**src/rtl/gshd_pkg.sv**
```systemverilog
// Shared types, constants and helper functions for the controller link decoder.
// Used by gshd_frame_acc, gshd_link_ctrl and gamepad_serial_host_decoder.
package gshd_pkg;

    // Receiver limits
    localparam int MAX_SYMBOLS = 96;
    localparam int CNT_W       = 7;
    localparam int FRAME_W     = 64;
    localparam int NUM_AXES    = 6;
    localparam int TIME_W      = 15;

    // Response frame lengths in symbols
    localparam logic [CNT_W-1:0] PROBE_LEN  = CNT_W'(25);
    localparam logic [CNT_W-1:0] ORIGIN_LEN = CNT_W'(81);
    localparam logic [CNT_W-1:0] POLL_LEN   = CNT_W'(65);

    // Identity bytes accepted from the probe response
    localparam logic [7:0] ID_WIRED    = 8'h09;
    localparam logic [7:0] ID_WIRELESS = 8'hE9;

    // Configuration register reset values
    localparam logic [7:0] TIMEOUT_RST = 8'd25;
    localparam logic [7:0] CENTER_RST  = 8'd128;

    // Configuration register indexes
    typedef enum logic {
        CFG_TIMEOUT_LIMIT = 1'b0,
        CFG_STICK_CENTER  = 1'b1
    } cfg_idx_t;

    // Link phase; selects the next command the host sends
    typedef enum logic [1:0] {
        PH_PROBE  = 2'd0,
        PH_ORIGIN = 2'd1,
        PH_POLL   = 2'd2
    } phase_t;

    // Per-word control from the input stage
    typedef struct packed {
        logic sym_en;   // a pulse symbol is consumed
        logic win_en;   // a poll window end is consumed
        logic rcvd;     // window end: response frame completed
    } step_t;

    // Receiver state seen by the link controller
    typedef struct packed {
        logic [CNT_W-1:0]   count;
        logic               first_level;
        logic [FRAME_W-1:0] bits;
    } frame_info_t;

    // Result word, packed so that the last field lands in the lowest bits
    typedef struct packed {
        logic [7:0]  trig_right;
        logic [7:0]  trig_left;
        logic [7:0]  right_y;
        logic [7:0]  right_x;
        logic [7:0]  left_y;
        logic [7:0]  left_x;
        logic [11:0] buttons;
        logic        new_report;
        logic [7:0]  device_id;
        logic        port_active;
        logic [1:0]  phase;
    } result_t;

    // Byte n of a frame: symbols 8n..8n+7, first symbol is the MSB
    function automatic logic [7:0] frame_byte(input logic [FRAME_W-1:0] bits, input int n);
        logic [7:0] v;
        v = '0;
        for (int j = 0; j < 8; j++)
        begin
            v[7-j] = bits[n*8+j];
        end
        return v;
    endfunction

    // Saturate a signed sum to 0..255
    function automatic logic [7:0] clamp_byte(input logic signed [9:0] v);
        logic [7:0] r;
        if (v < 0)
            r = 8'd0;
        else if (v > 10'sd255)
            r = 8'd255;
        else
            r = v[7:0];
        return r;
    endfunction

endpackage

```
**src/rtl/gshd_frame_acc.sv**
```systemverilog
// Symbol accumulator: counts pulse symbols and collects decoded bits of a frame.
// Depends on gshd_pkg.
module gshd_frame_acc (
    input  logic                          clk,
    input  logic                          rst_n,
    input  gshd_pkg::step_t               step,
    input  logic [gshd_pkg::TIME_W-1:0]   low_time,
    input  logic [gshd_pkg::TIME_W-1:0]   high_time,
    input  logic                          starts_high,
    output gshd_pkg::frame_info_t         frame
);
    import gshd_pkg::*;

    logic [CNT_W-1:0]   count_reg,  count_next;
    logic               level_reg,  level_next;
    logic [FRAME_W-1:0] bits_reg,   bits_next;

    // Next-state: accumulate on a symbol, rearm on any window end
    always_comb
    begin
        count_next = count_reg;
        level_next = level_reg;
        bits_next  = bits_reg;
        if (step.win_en)
        begin
            count_next = '0;
            level_next = 1'b0;
            bits_next  = '0;
        end
        else if (step.sym_en && (count_reg < CNT_W'(MAX_SYMBOLS)))
        begin
            if (count_reg == '0)
                level_next = starts_high;
            // a 1 bit when the low part is shorter than the high part
            if ((count_reg < CNT_W'(FRAME_W)) && (low_time < high_time))
                bits_next[count_reg[5:0]] = 1'b1;
            count_next = count_reg + CNT_W'(1);
        end
    end

    always_ff @(posedge clk or negedge rst_n)
    begin
        if (!rst_n)
        begin
            count_reg <= '0;
            level_reg <= 1'b0;
            bits_reg  <= '0;
        end
        else
        begin
            count_reg <= count_next;
            level_reg <= level_next;
            bits_reg  <= bits_next;
        end
    end

    assign frame.count       = count_reg;
    assign frame.first_level = level_reg;
    assign frame.bits        = bits_reg;

`ifndef SYNTHESIS
    // count saturates at the symbol limit
    a_count_limit: assert property (@(posedge clk) disable iff (!rst_n)
        count_reg <= CNT_W'(MAX_SYMBOLS))
        else $error("symbol count beyond limit");

    // a window end rearms the receiver
    a_rearm: assert property (@(posedge clk) disable iff (!rst_n)
        step.win_en |=> (count_reg == '0) && (bits_reg == '0) && !level_reg)
        else $error("receiver not rearmed after window end");

    // the count holds while no word is consumed
    a_count_hold: assert property (@(posedge clk) disable iff (!rst_n)
        (!step.sym_en && !step.win_en) |=> $stable(count_reg))
        else $error("symbol count moved without a word");
`endif

endmodule

```
**src/rtl/gshd_link_ctrl.sv**
```systemverilog
// Link controller: phase tracking, missed-poll timeout, origin capture and reports.
// Depends on gshd_pkg; fed by gshd_frame_acc.
module gshd_link_ctrl (
    input  logic                  clk,
    input  logic                  rst_n,
    input  gshd_pkg::step_t       step,
    input  gshd_pkg::frame_info_t frame,
    input  logic [7:0]            timeout_limit,
    input  logic [7:0]            stick_center,
    output gshd_pkg::result_t     result
);
    import gshd_pkg::*;

    phase_t            phase_reg,   phase_next;
    logic              active_reg,  active_next;
    logic [7:0]        id_reg,      id_next;
    logic [7:0]        missed_reg,  missed_next;
    logic [11:0]       buttons_reg, buttons_next;
    logic signed [8:0] offset_reg [NUM_AXES];
    logic signed [8:0] offset_next [NUM_AXES];
    logic [7:0]        axis_reg  [NUM_AXES];
    logic [7:0]        axis_next [NUM_AXES];

    logic [7:0]        missed_inc;
    logic              timed_out;
    phase_t            phase_tmo;
    logic              active_tmo;
    logic              fresh;
    logic [7:0]        fbyte [NUM_AXES];
    logic [7:0]        id_byte;

    // Analog bytes 2..7 and the identity byte of the current frame
    always_comb
    begin
        for (int i = 0; i < NUM_AXES; i++)
        begin
            fbyte[i] = frame_byte(frame.bits, i + 2);
        end
        id_byte = frame_byte(frame.bits, 0);
    end

    // Window bookkeeping ahead of frame interpretation
    always_comb
    begin
        missed_inc = step.rcvd ? 8'd1 : missed_reg + 8'd1;
        timed_out  = (missed_inc >= timeout_limit);
        phase_tmo  = timed_out ? PH_PROBE : phase_reg;
        active_tmo = timed_out ? 1'b0 : active_reg;
    end

    // Frame interpretation by phase
    always_comb
    begin
        phase_next   = phase_tmo;
        active_next  = active_tmo;
        id_next      = id_reg;
        missed_next  = timed_out ? 8'd0 : missed_inc;
        buttons_next = buttons_reg;
        fresh        = 1'b0;
        for (int i = 0; i < NUM_AXES; i++)
        begin
            offset_next[i] = offset_reg[i];
            axis_next[i]   = axis_reg[i];
        end
        if (step.rcvd)
        begin
            case (phase_tmo)
                PH_ORIGIN:
                begin
                    if ((frame.count == ORIGIN_LEN) && !frame.bits[0] && !frame.bits[1])
                    begin
                        for (int i = 0; i < 4; i++)
                        begin
                            offset_next[i] = $signed({1'b0, stick_center})
                                           - $signed({1'b0, fbyte[i]});
                        end
                        for (int i = 4; i < NUM_AXES; i++)
                        begin
                            offset_next[i] = -$signed({1'b0, fbyte[i]});
                        end
                        phase_next  = PH_POLL;
                        active_next = 1'b1;
                    end
                end
                PH_POLL:
                begin
                    if ((frame.count == POLL_LEN) && !frame.first_level)
                    begin
                        buttons_next = {frame.bits[9],  frame.bits[10], frame.bits[11],
                                        frame.bits[12], frame.bits[13], frame.bits[14],
                                        frame.bits[15], frame.bits[3],  frame.bits[4],
                                        frame.bits[5],  frame.bits[6],  frame.bits[7]};
                        for (int i = 0; i < NUM_AXES; i++)
                        begin
                            axis_next[i] = clamp_byte($signed({2'b00, fbyte[i]})
                                                      + 10'(offset_reg[i]));
                        end
                        fresh = 1'b1;
                    end
                end
                default:
                begin
                    // probe
                    if ((frame.count == PROBE_LEN)
                        && ((id_byte == ID_WIRED) || (id_byte == ID_WIRELESS)))
                    begin
                        id_next    = id_byte;
                        phase_next = PH_ORIGIN;
                    end
                end
            endcase
        end
    end

    // State update, only on a window end
    always_ff @(posedge clk or negedge rst_n)
    begin
        if (!rst_n)
        begin
            phase_reg   <= PH_PROBE;
            active_reg  <= 1'b0;
            id_reg      <= '0;
            missed_reg  <= '0;
            buttons_reg <= '0;
            for (int i = 0; i < NUM_AXES; i++)
            begin
                offset_reg[i] <= '0;
                axis_reg[i]   <= '0;
            end
        end
        else if (step.win_en)
        begin
            phase_reg   <= phase_next;
            active_reg  <= active_next;
            id_reg      <= id_next;
            missed_reg  <= missed_next;
            buttons_reg <= buttons_next;
            for (int i = 0; i < NUM_AXES; i++)
            begin
                offset_reg[i] <= offset_next[i];
                axis_reg[i]   <= axis_next[i];
            end
        end
    end

    // Result word for this window end
    always_comb
    begin
        result.phase       = phase_next;
        result.port_active = active_next;
        result.device_id   = id_next;
        result.new_report  = fresh;
        result.buttons     = buttons_next;
        result.left_x      = axis_next[0];
        result.left_y      = axis_next[1];
        result.right_x     = axis_next[2];
        result.right_y     = axis_next[3];
        result.trig_left   = axis_next[4];
        result.trig_right  = axis_next[5];
    end

`ifndef SYNTHESIS
    // the port is active exactly while polling
    a_active_poll: assert property (@(posedge clk) disable iff (!rst_n)
        active_reg == (phase_reg == PH_POLL))
        else $error("active flag out of step with phase");

    // only a known identity is ever stored
    a_id_known: assert property (@(posedge clk) disable iff (!rst_n)
        (id_reg == 8'd0) || (id_reg == ID_WIRED) || (id_reg == ID_WIRELESS))
        else $error("unknown device id stored");

    // a fresh report leaves the link in polling
    a_report_poll: assert property (@(posedge clk) disable iff (!rst_n)
        (step.win_en && fresh) |=> (phase_reg == PH_POLL) && active_reg)
        else $error("report outside polling phase");
`endif

endmodule

```
**src/rtl/gamepad_serial_host_decoder.sv**
```systemverilog
// Top level of the controller link decoder: input register, receiver, link
// controller and output register. Depends on gshd_pkg, gshd_frame_acc, gshd_link_ctrl.
//
//  channel  | direction | handshake          | payload
//  ---------+-----------+--------------------+------------------------------------------
//  s_*      | in        | s_tvalid/s_tready  | tuser op; tdata symbol times and flags
//  m_*      | out       | m_tvalid/m_tready  | tdata one status/report word per window end
//  cfg_*    | in        | cfg_wr_en          | cfg_idx register, cfg_wdata value
//
// One word is taken per cycle unless a window-end word is stalled in the input register;
// the held word's state update and result are settled there, combinationally.
// A window-end word goes from the input register into the output register.
// Symbol words produce no result and keep flowing while a result waits; a
// window-end word waits in the input register only while the output is full.
// Reset (rst_n, asynchronous) returns to probe phase with the link state cleared.
module gamepad_serial_host_decoder (
    input  logic        clk,
    input  logic        rst_n,
    input  logic        s_tvalid,
    output logic        s_tready,
    input  logic        s_tuser,    // [0] op: 0 pulse symbol, 1 poll window end
    input  logic [31:0] s_tdata,    // [14:0] low_time, [29:15] high_time,
                                    // [30] starts_high, [31] frame_received
    output logic        m_tvalid,
    input  logic        m_tready,
    output logic [71:0] m_tdata,    // [1:0] phase, [2] port_active, [10:3] device_id,
                                    // [11] new_report, [23:12] buttons, [31:24] left_x,
                                    // [39:32] left_y, [47:40] right_x, [55:48] right_y,
                                    // [63:56] trig_left, [71:64] trig_right
    input  logic        cfg_wr_en,
    input  logic        cfg_idx,
    input  logic [7:0]  cfg_wdata
);
    import gshd_pkg::*;

    logic        in_valid_reg;
    logic        in_op_reg;
    logic [31:0] in_data_reg;
    logic        out_valid_reg;
    result_t     out_data_reg;
    logic [7:0]  timeout_limit_reg;
    logic [7:0]  stick_center_reg;

    logic        fire;
    step_t       step;
    frame_info_t frame;
    result_t     result;

    // Process the held word unless it is a window end facing a full output
    assign fire     = in_valid_reg && (!in_op_reg || !out_valid_reg || m_tready);
    assign s_tready = !in_valid_reg || fire;

    assign step.sym_en = fire && !in_op_reg;
    assign step.win_en = fire && in_op_reg;
    assign step.rcvd   = in_data_reg[31];

    // Configuration registers
    always_ff @(posedge clk or negedge rst_n)
    begin
        if (!rst_n)
        begin
            timeout_limit_reg <= TIMEOUT_RST;
            stick_center_reg  <= CENTER_RST;
        end
        else if (cfg_wr_en)
        begin
            case (cfg_idx_t'(cfg_idx))
                CFG_TIMEOUT_LIMIT: timeout_limit_reg <= cfg_wdata;
                CFG_STICK_CENTER:  stick_center_reg  <= cfg_wdata;
                default:           timeout_limit_reg <= timeout_limit_reg;
            endcase
        end
    end

    // Input register control
    always_ff @(posedge clk or negedge rst_n)
    begin
        if (!rst_n)
            in_valid_reg <= 1'b0;
        else if (s_tready)
            in_valid_reg <= s_tvalid;
    end

    // Input register payload
    always_ff @(posedge clk)
    begin
        if (s_tvalid && s_tready)
        begin
            in_op_reg   <= s_tuser;
            in_data_reg <= s_tdata;
        end
    end

    gshd_frame_acc u_frame_acc (
        .clk         (clk),
        .rst_n       (rst_n),
        .step        (step),
        .low_time    (in_data_reg[14:0]),
        .high_time   (in_data_reg[29:15]),
        .starts_high (in_data_reg[30]),
        .frame       (frame)
    );

    gshd_link_ctrl u_link_ctrl (
        .clk           (clk),
        .rst_n         (rst_n),
        .step          (step),
        .frame         (frame),
        .timeout_limit (timeout_limit_reg),
        .stick_center  (stick_center_reg),
        .result        (result)
    );

    // Output register control
    always_ff @(posedge clk or negedge rst_n)
    begin
        if (!rst_n)
            out_valid_reg <= 1'b0;
        else if (step.win_en)
            out_valid_reg <= 1'b1;
        else if (m_tready)
            out_valid_reg <= 1'b0;
    end

    // Output register payload
    always_ff @(posedge clk)
    begin
        if (step.win_en)
            out_data_reg <= result;
    end

    assign m_tvalid = out_valid_reg;
    assign m_tdata  = out_data_reg;

endmodule
```
**config.mk**
```make
export PLATFORM = sky130hd
export DESIGN_NAME = gamepad_serial_host_decoder
export DESIGN_NICKNAME = d
export VERILOG_FILES = /design/src/rtl/gshd_pkg.sv /design/src/rtl/gshd_frame_acc.sv /design/src/rtl/gshd_link_ctrl.sv /design/src/rtl/gamepad_serial_host_decoder.sv
export SDC_FILE = /design/constraint.sdc
export NUM_CORES = 1
export LEC_CHECK = 0
export BUFFER_PORTS_ARGS = -buffer_cell sky130_fd_sc_hd__buf_2
export CAP_MARGIN = 20
export CORE_MARGIN = 5
export CORE_UTILIZATION = 50
export DETAILED_ROUTE_END_ITERATION = 10
export GPL_TIMING_DRIVEN = 0
export PLACE_DENSITY = 0.77
export SETUP_SLACK_MARGIN = 0.02
export SYNTH_ARGS = -nofsm -noshare
export SYNTH_HDL_FRONTEND = slang
export SYNTH_SLANG_ARGS = --single-unit
```
**constraint.sdc**
```tcl
create_clock -name clk -period 5.4 [get_ports clk]
set_clock_uncertainty 0.05 [all_clocks]
set_input_delay 1.08 -clock clk [delete_from_list [all_inputs] [get_ports clk]]
set_output_delay 1.08 -clock clk [all_outputs]
set_load 0.03 [all_outputs]
```
== Word-level counts from Yosys, hierarchy flattened ==
Index checks and enable logic that the tools add are counted.
Word-level totals
  output and inout bits: 74
  bits in registers: 328
Cells by class
  bitwise operators: 2
  order comparisons: 18
  reduce and logical (&&, ||, !) cells: 33
  multiplexer cells: 45
  eq/ne operators: 7
  add/subtract/negate cells: 14
Operators by type and width (count)
  $mux 64: 3
  $mux 48: 3
  $mux 8: 17
  $or 64x64->64: 1
  $add 9x9->10: 6
  $gt 10x9->1 const B: 6
  $lt 10x1->1 const B: 6
  $mux 12: 3
  $sub 8x8->9: 4
  $neg 8->9: 2
  $lt 15x15->1: 1
  $eq 7x7->1 const B: 2
  $lt 7x7->1 const B: 2
  $mux 7: 2
  $logic_and 1x1->1: 11
  $mux 1: 11
  $reduce_and 2->1: 5
  $add 8x1->8 const B: 1
  $eq 8x4->1 const B: 1
  $eq 8x8->1 const B: 1
  $ge 8x8->1: 1
  $mux 2: 4
  $reduce_bool 2->1: 4
  $add 7x1->7 const B: 1
  13 further kinds: 21

== Logic depth before layout (Yosys ltp) ==
Gate-level depths: netlist of run 1.
  depth after elaboration: 8
  gate-level depth with buffers: 18
  depth with buffers taken out: 17

== Hierarchy ==
From an unflattened synthesis of run 1, not the netlist that was laid out.
Unflattened totals
  cells, all modules: 1719
  area, all modules: 17465.5 sq um
Modules (own cells, without submodules)
  gshd_link_ctrl: instances 1, cells each 1245, sequential area each 3328.2 sq um, area an instance 10353.7 sq um
  gamepad_serial_host_decoder: instances 1, cells each 151, sequential area each 3608.5 sq um, area an instance 3898.7 sq um
  gshd_frame_acc: instances 1, cells each 323, sequential area each 1801.7 sq um, area an instance 3213.1 sq um

== Least setup slack after synthesis of run 1 ==
Ideal clock, no wire load.
  path kind: input to register
  start point: input m_tready
  end point: register out_data_reg, in the netlist m_tdata[0] (enable)
  path slack: 947 ps
  data required time: 4886 ps
  data arrival time: 3939 ps
  stages on the path: 5
  library setup time: 464 ps
  buffers on the path: 2
  cells stage by stage: nand2b_1 -> nand3_1 -> clkinv_1 -> buf_1 -> buf_1
RTL lines
  start: declaration: line gamepad_serial_host_decoder.sv:25  | input logic m_tready,
  end signal: assignment: line gamepad_serial_host_decoder.sv:129  | out_data_reg <= result;
  end: declaration: line gamepad_serial_host_decoder.sv:40  | result_t out_data_reg;

== Worst setup path after layout of run 1 ==
  start point: register in_data_reg[31]
  end point: register u_link_ctrl.axis_reg[25] (netlist name)
On the way
  cells in the longest elaborated chain, start to end: 6
Ends and longest elaborated chain
  start: declaration: line gamepad_serial_host_decoder.sv:38  | logic [31:0] in_data_reg;
  start signal: assignment: line gamepad_serial_host_decoder.sv:90  | in_data_reg <= s_tdata;
  $mux 8: line gshd_link_ctrl.sv:45  | missed_inc = step.rcvd ? 8'd1 : missed_reg + 8'd1;
  $ge 8x8->1: line gshd_link_ctrl.sv:46  | timed_out = (missed_inc >= timeout_limit);
  $mux 2: line gshd_link_ctrl.sv:47  | phase_tmo = timed_out ? PH_PROBE : phase_reg;
  $eq 2x2->1: line gshd_link_ctrl.sv:67  | case (phase_tmo)
  $mux 48: line gshd_link_ctrl.sv:67
  $mux 48 (*): line gshd_link_ctrl.sv:65  | if (step.rcvd)
  end signal: indexed assignment: line gshd_link_ctrl.sv:141  | axis_reg[i] <= axis_next[i];
  end: declaration: line gshd_link_ctrl.sv:21  | logic [7:0] axis_reg [NUM_AXES];
Every way passes the cells marked *; elsewhere a longest branch is shown, timed or not.
A chain may end at the register's enable or synchronous reset.

==> results of run 1 <==
-- synthesized netlist by cell type (all sizes together), types with 6 or more instances --
master,number
xnor2,32
a211oi,11
nor4,6
mux2,13
a21oi,104
nor3,24
o41ai,7
nor2,84
o21ai,174
buf,28
o31ai,16
nand2b,32
nand2,208
a21o,36
and3,10
clkbuf,34
a32o,63
nor2b,31
edfxtp,105
xor2,43
dfrtp,218
a31oi,26
inv,92
o21a,10
fa,10
ha,111
nand3,19
and2,15
-- cells by family (layout without fill, tap and decap cells) --
group / Yosys count / in the layout / share of synthesized area
muxes: 13 / 13 / 0.00868
buffers and inverters: 155 / 342 / 0.0374
and+or+nand+nor: 452 / 452 / 0.125
DFF: 327 / 327 / 0.517
xor gates and xnor gates: 75 / 75 / 0.0398
adders and majority gates: 121 / 121 / 0.0942
AOI/OAI and AO/OA: 471 / 471 / 0.178
-- worst max-delay path, stage by stage, from the launching register on --
cell and delay [ns]:
edfxtp_1 0.35, buf_2 0.24, buf_1 0.36, nor2_1 0.11, ha_1 0.30, a21o_1 0.16
a21oi_1 0.15, nor3_1 0.09, nor4_2 0.50, nand2_1 0.18, inv_1 0.12, ha_1 0.17
nand3b_1 0.15, nor3_2 0.48, nand2_1 0.47, clkbuf_1 0.39, o31ai_1 0.33
-- power by group through the flow --
stage / sequential (uW) / clock, uW / combinational, uW
global route: 2790 / 2560 / 772
finish: 2780 / 2420 / 690
floorplan: 2870 / 0 / 404
global placement: 2830 / 0 / 654
detailed placement: 2830 / 0 / 687
CTS: 2780 / 2450 / 691
-- worst paths after layout --
kind	endpoint	cells after the start
worst max-delay path	u_link_ctrl.axis_reg[25]	16
worst max register to register	u_link_ctrl.axis_reg[25]	16
worst min register to register	u_link_ctrl.id_reg[3]	1
max in group asynchronous	u_frame_acc.bits_reg[24]	2
min in group asynchronous	u_link_ctrl.axis_reg[42]	1
worst min-delay path	u_link_ctrl.id_reg[3]	1
-- layout make-up --
| class | count | area, um2 |
|---|---|---|
| Inverter | 93 | 349 |
| Clock inverter | 9 | 103 |
| Sequential cell | 327 | 8710 |
| Multi-Input combinational cell | 1132 | 7530 |
| Timing Repair Buffer | 123 | 686 |
| Tap cell | 448 | 561 |
| Clock buffer | 55 | 1050 |
| Buffer | 62 | 283 |
| Fill cell | 2811 | 14200 |
-- metrics by stage --
step,total power (uW),utilization,std cells
floorplan,3280,-,1614
global placement,3480,0.539,2182
detailed placement,3520,0.542,2185
CTS,5920,0.576,2249
global route,6130,0.576,2249
finish,5890,0.576,2249
-- per-layer routing --
metal  GRT usage  vias to the layer above  wire (um)
met4      0.0713                        0       1310
met1       0.295                     6299      18000
met3      0.0339                       85       2500
li1            -                     6110          -
met5           0                        -          0
met2       0.357                      425      19500
==> qor.csv, run 1 <==
metric,value,unit
area_growth,14.2,%
final.min_clock_period,4.72,ns
critPathArrivalTime,5.08,ns
power.share.combinational,0.117,
cts-resized-gates,0,
grt_pass1_vias,12723,
die_h,194,um
grt_pass1_wl,66.8,mm
initial_core_util,0.504,
ys_seq_area_frac,0.517,
power_frac_seq,0.473,
clk_latency,0.52,ns
cts_hold_buf,0,
critPathKind,reg -> reg,
synthTopCellsByArea,"dfrtp_1 (32%), edfxtp_1 (19%), ha_1 (8.2%), o21ai_0 (5.1%), nand2_1 (4.6%)",
io_buffers,120,
drv_slew,0,
die_w,194,um
final_area,19300,um2
rrSetupSlack,0.68,ns
drive_above_1_share,0.131,
clockRootBuffer,clkbuf_16,
worstReg2RegStart,in_data_reg[31],
timing.final.crit_share,0.874,
synthArstFlopShare,0.679,
power.switching,1500,uW
grt_usage,0.216,
slew_headroom,0.334,
crit_fanout,10,
synth_cell_types,60,
fmax,0.212,GHz
p_leak,0.00861,uW
htree_levels,2,
p_int,4380,uW
grt.overflow.total,0,
synth-edff-count,105,
worstHoldStart,u_link_ctrl.id_reg[3],
postSynthCellCount,1614,
post_drt_wl_per_cell,18.4,um
dieArea,37500,um2
clk_pin_slew,0.06,ns
post_dp_cell_area,18100,um2
synth_area_leader_cell,dfrtp_1,
final.setup.tns,0,ns
synth_flop_cell,dfrtp_1,
cap_violations,0,
diodes,0,
largest_register_ffs,72,
cts_buffer_depth,3,
routed_wl,41.3,mm
cp-start-kind,flip-flop,
timing.final.setup_violations,0,
drc,0,
clock_power_share,0.410,
hold_viol,0,
switching_share,0.255,
antenna_left,0,
ys_ff_latch,327,
hold_path_class,reg -> reg,
fin_hold_ws,0.419,ns
hpwl,30.3,mm
vdd_drop_max,230,uV
synth_top_area_frac,0.323,
pin_count,121,
vias,12919,
yosysWarnings,0,
startpoint,in_data_reg[31],
end_kind,flip-flop,
core_region_area,33400,um2
cts.sinks,327,
drt_iter0_markers,992,
worstPathRequired,5.76,ns
antenna_found_initial,0,
syn_avg_cell_area,10.5,um2
synth_area,16900,um2
power_density,306,nW/um2
final_common_cell,dfrtp_1,
dp_slack,0.796,ns
synth_nets,1782,
fp-row-count,67,
post-cts-setup-buffers,0,
cts_tree,done,
dr.pass1.iters,6,
final_nets,1943,
vias_per_cell,5.74,
gp_congestion,0.914,
setup_ws,0.679,ns
cts_inserted_buffers,36,
worst_pin_slew,0.998,ns
final_cell_mix,"dfrtp_1 (218), nand2_1 (208), o21ai_0 (172)",
grt_max_degree,113,
rsz0062_at_grt,no,
status,"finished, final reports clean",
(Power assumes the default switching activity.)
==> run 2, diff against run 1 <==
CORE_ASPECT_RATIO = 1.75   (was not set)
==> qor.csv, run 2 (synthesized netlist as in run 1, its figures left out) <==
metric,value,unit
crit_fanout,10,
end_kind,flip-flop,
worstReg2RegStart,in_data_reg[31],
cpLargestDelayFamily,simple AND/OR/NAND/NOR gates,
hpwl,32.6,mm
routed_wl,42.8,mm
core_region_area,33500,um2
dp_slack,0.498,ns
hold_path_class,in -> async,
slew_headroom,0.362,
final_common_cell,dfrtp_1,
io_buffers,120,
grt_pass1_wl,68.1,mm
critPathKind,reg -> reg,
power_density,295,nW/um2
antenna_left,0,
htree_levels,1,
cpMaxStageDelayCell,nor3_1,
critPathArrivalTime,5.34,ns
clk_latency,0.58,ns
power.switching,1460,uW
pin_count,121,
worstPathRequired,5.79,ns
crit_chain,"buf_2, buf_1, nor2_1, ha_1, a21o_1, a21oi_1, nor3_1, nor4_2, nand2_1, inv_1, ha_1, nand3b_1, nor3_1, nand2_1, nor2_1, a21oi_1",
status,"finished, final reports clean",
grt.overflow.total,0,
worst_pin_slew,0.955,ns
startpoint,in_data_reg[31],
vias,12982,
path_buf_inv,3,
p_int,4190,uW
final_util,0.572,
final.min_clock_period,4.95,ns
largest_register_ffs,72,
clock_power_share,0.383,
vias_per_cell,5.77,
fin_cells,2250,
cts_hold_buf,0,
cts-resized-gates,0,
fin_hold_ws,0.216,ns
setup_ws,0.447,ns
final_nets,1940,
drt_iter0_markers,795,
post-cts-setup-buffers,0,
timing.final.setup_violations,0,
post_drt_wl_per_cell,19.0,um
cts_tree,done,
grt_max_degree,123,
grt_pass1_vias,13657,
clockRootBuffer,clkbuf_16,
clk_pin_slew,0.07,ns
die_h,253,um
antenna_found_initial,0,
final_cell_mix,"dfrtp_1 (218), nand2_1 (208), o21ai_0 (172)",
initial_core_util,0.503,
area_growth,13.6,%
dr.pass1.iters,5,
vdd_drop_max,336,uV
fmax,0.202,GHz
hold_viol,0,
fp-row-count,89,
timing.final.crit_share,0.917,
worst_path_largest_cell_delay,0.72,ns
p_leak,0.00857,uW
drv_slew,0,
grt_usage,0.227,
rrSetupSlack,0.45,ns
power_frac_seq,0.492,
dieArea,37700,um2
placedCellCount,2195,
die_w,149,um
rsz0062_at_grt,no,
cap_violations,0,
switching_share,0.259,
cts_buffer_depth,3,
diodes,0,
cts.sinks,327,
drive_above_1_share,0.132,
gp_congestion,0.921,
power.share.combinational,0.125,
cts_inserted_buffers,29,
drc,0,
cp-start-kind,flip-flop,
## run 2: power by group through the flow
stage               registers (uW)  logic [uW]  clock network, uW
CTS                           2780         709               2200
global placement              2830         666                  0
floorplan                     2870         404                  0
global route                  2790         784               2300
detailed placement            2830         704                  0
finish                        2780         706               2170
## run 2: final timing paths
path	endpoint	cells past startpoint
max	u_link_ctrl.axis_reg[6]	16
min	u_link_ctrl.axis_reg[1]	1
max reg2reg	u_link_ctrl.axis_reg[6]	16
min reg2reg	u_link_ctrl.id_reg[0]	1
max in group asynchronous	stick_center_reg[7]	3
min in group clk	u_link_ctrl.id_reg[0]	1
## run 2: final cells by class
type	instances	area, um2
Clock buffer	44	866
Timing Repair Buffer	127	733
Clock inverter	10	128
Fill cell	2824	14400
Multi-Input combinational cell	1132	7530
Buffer	62	283
Sequential cell	327	8710
Tap cell	455	569
Inverter	93	349
## run 2: stage by stage
stage	setup TNS, ns	power [uW]	instance area (um2)
2_1_floorplan	0	3280	16900
3_3_place_gp	-165.72	3490	18000
3_5_place_dp	0	3530	18200
4_1_cts	0	5690	19200
5_1_grt	0	5870	19200
6_report	0	5650	19200
## run 2: per-layer routing
metal / GRT usage / routed length (um)
met4: 0.163 / 3580
met5: 0 / 0
met2: 0.420 / 22600
met3: 0.0363 / 2460
met1: 0.228 / 14200
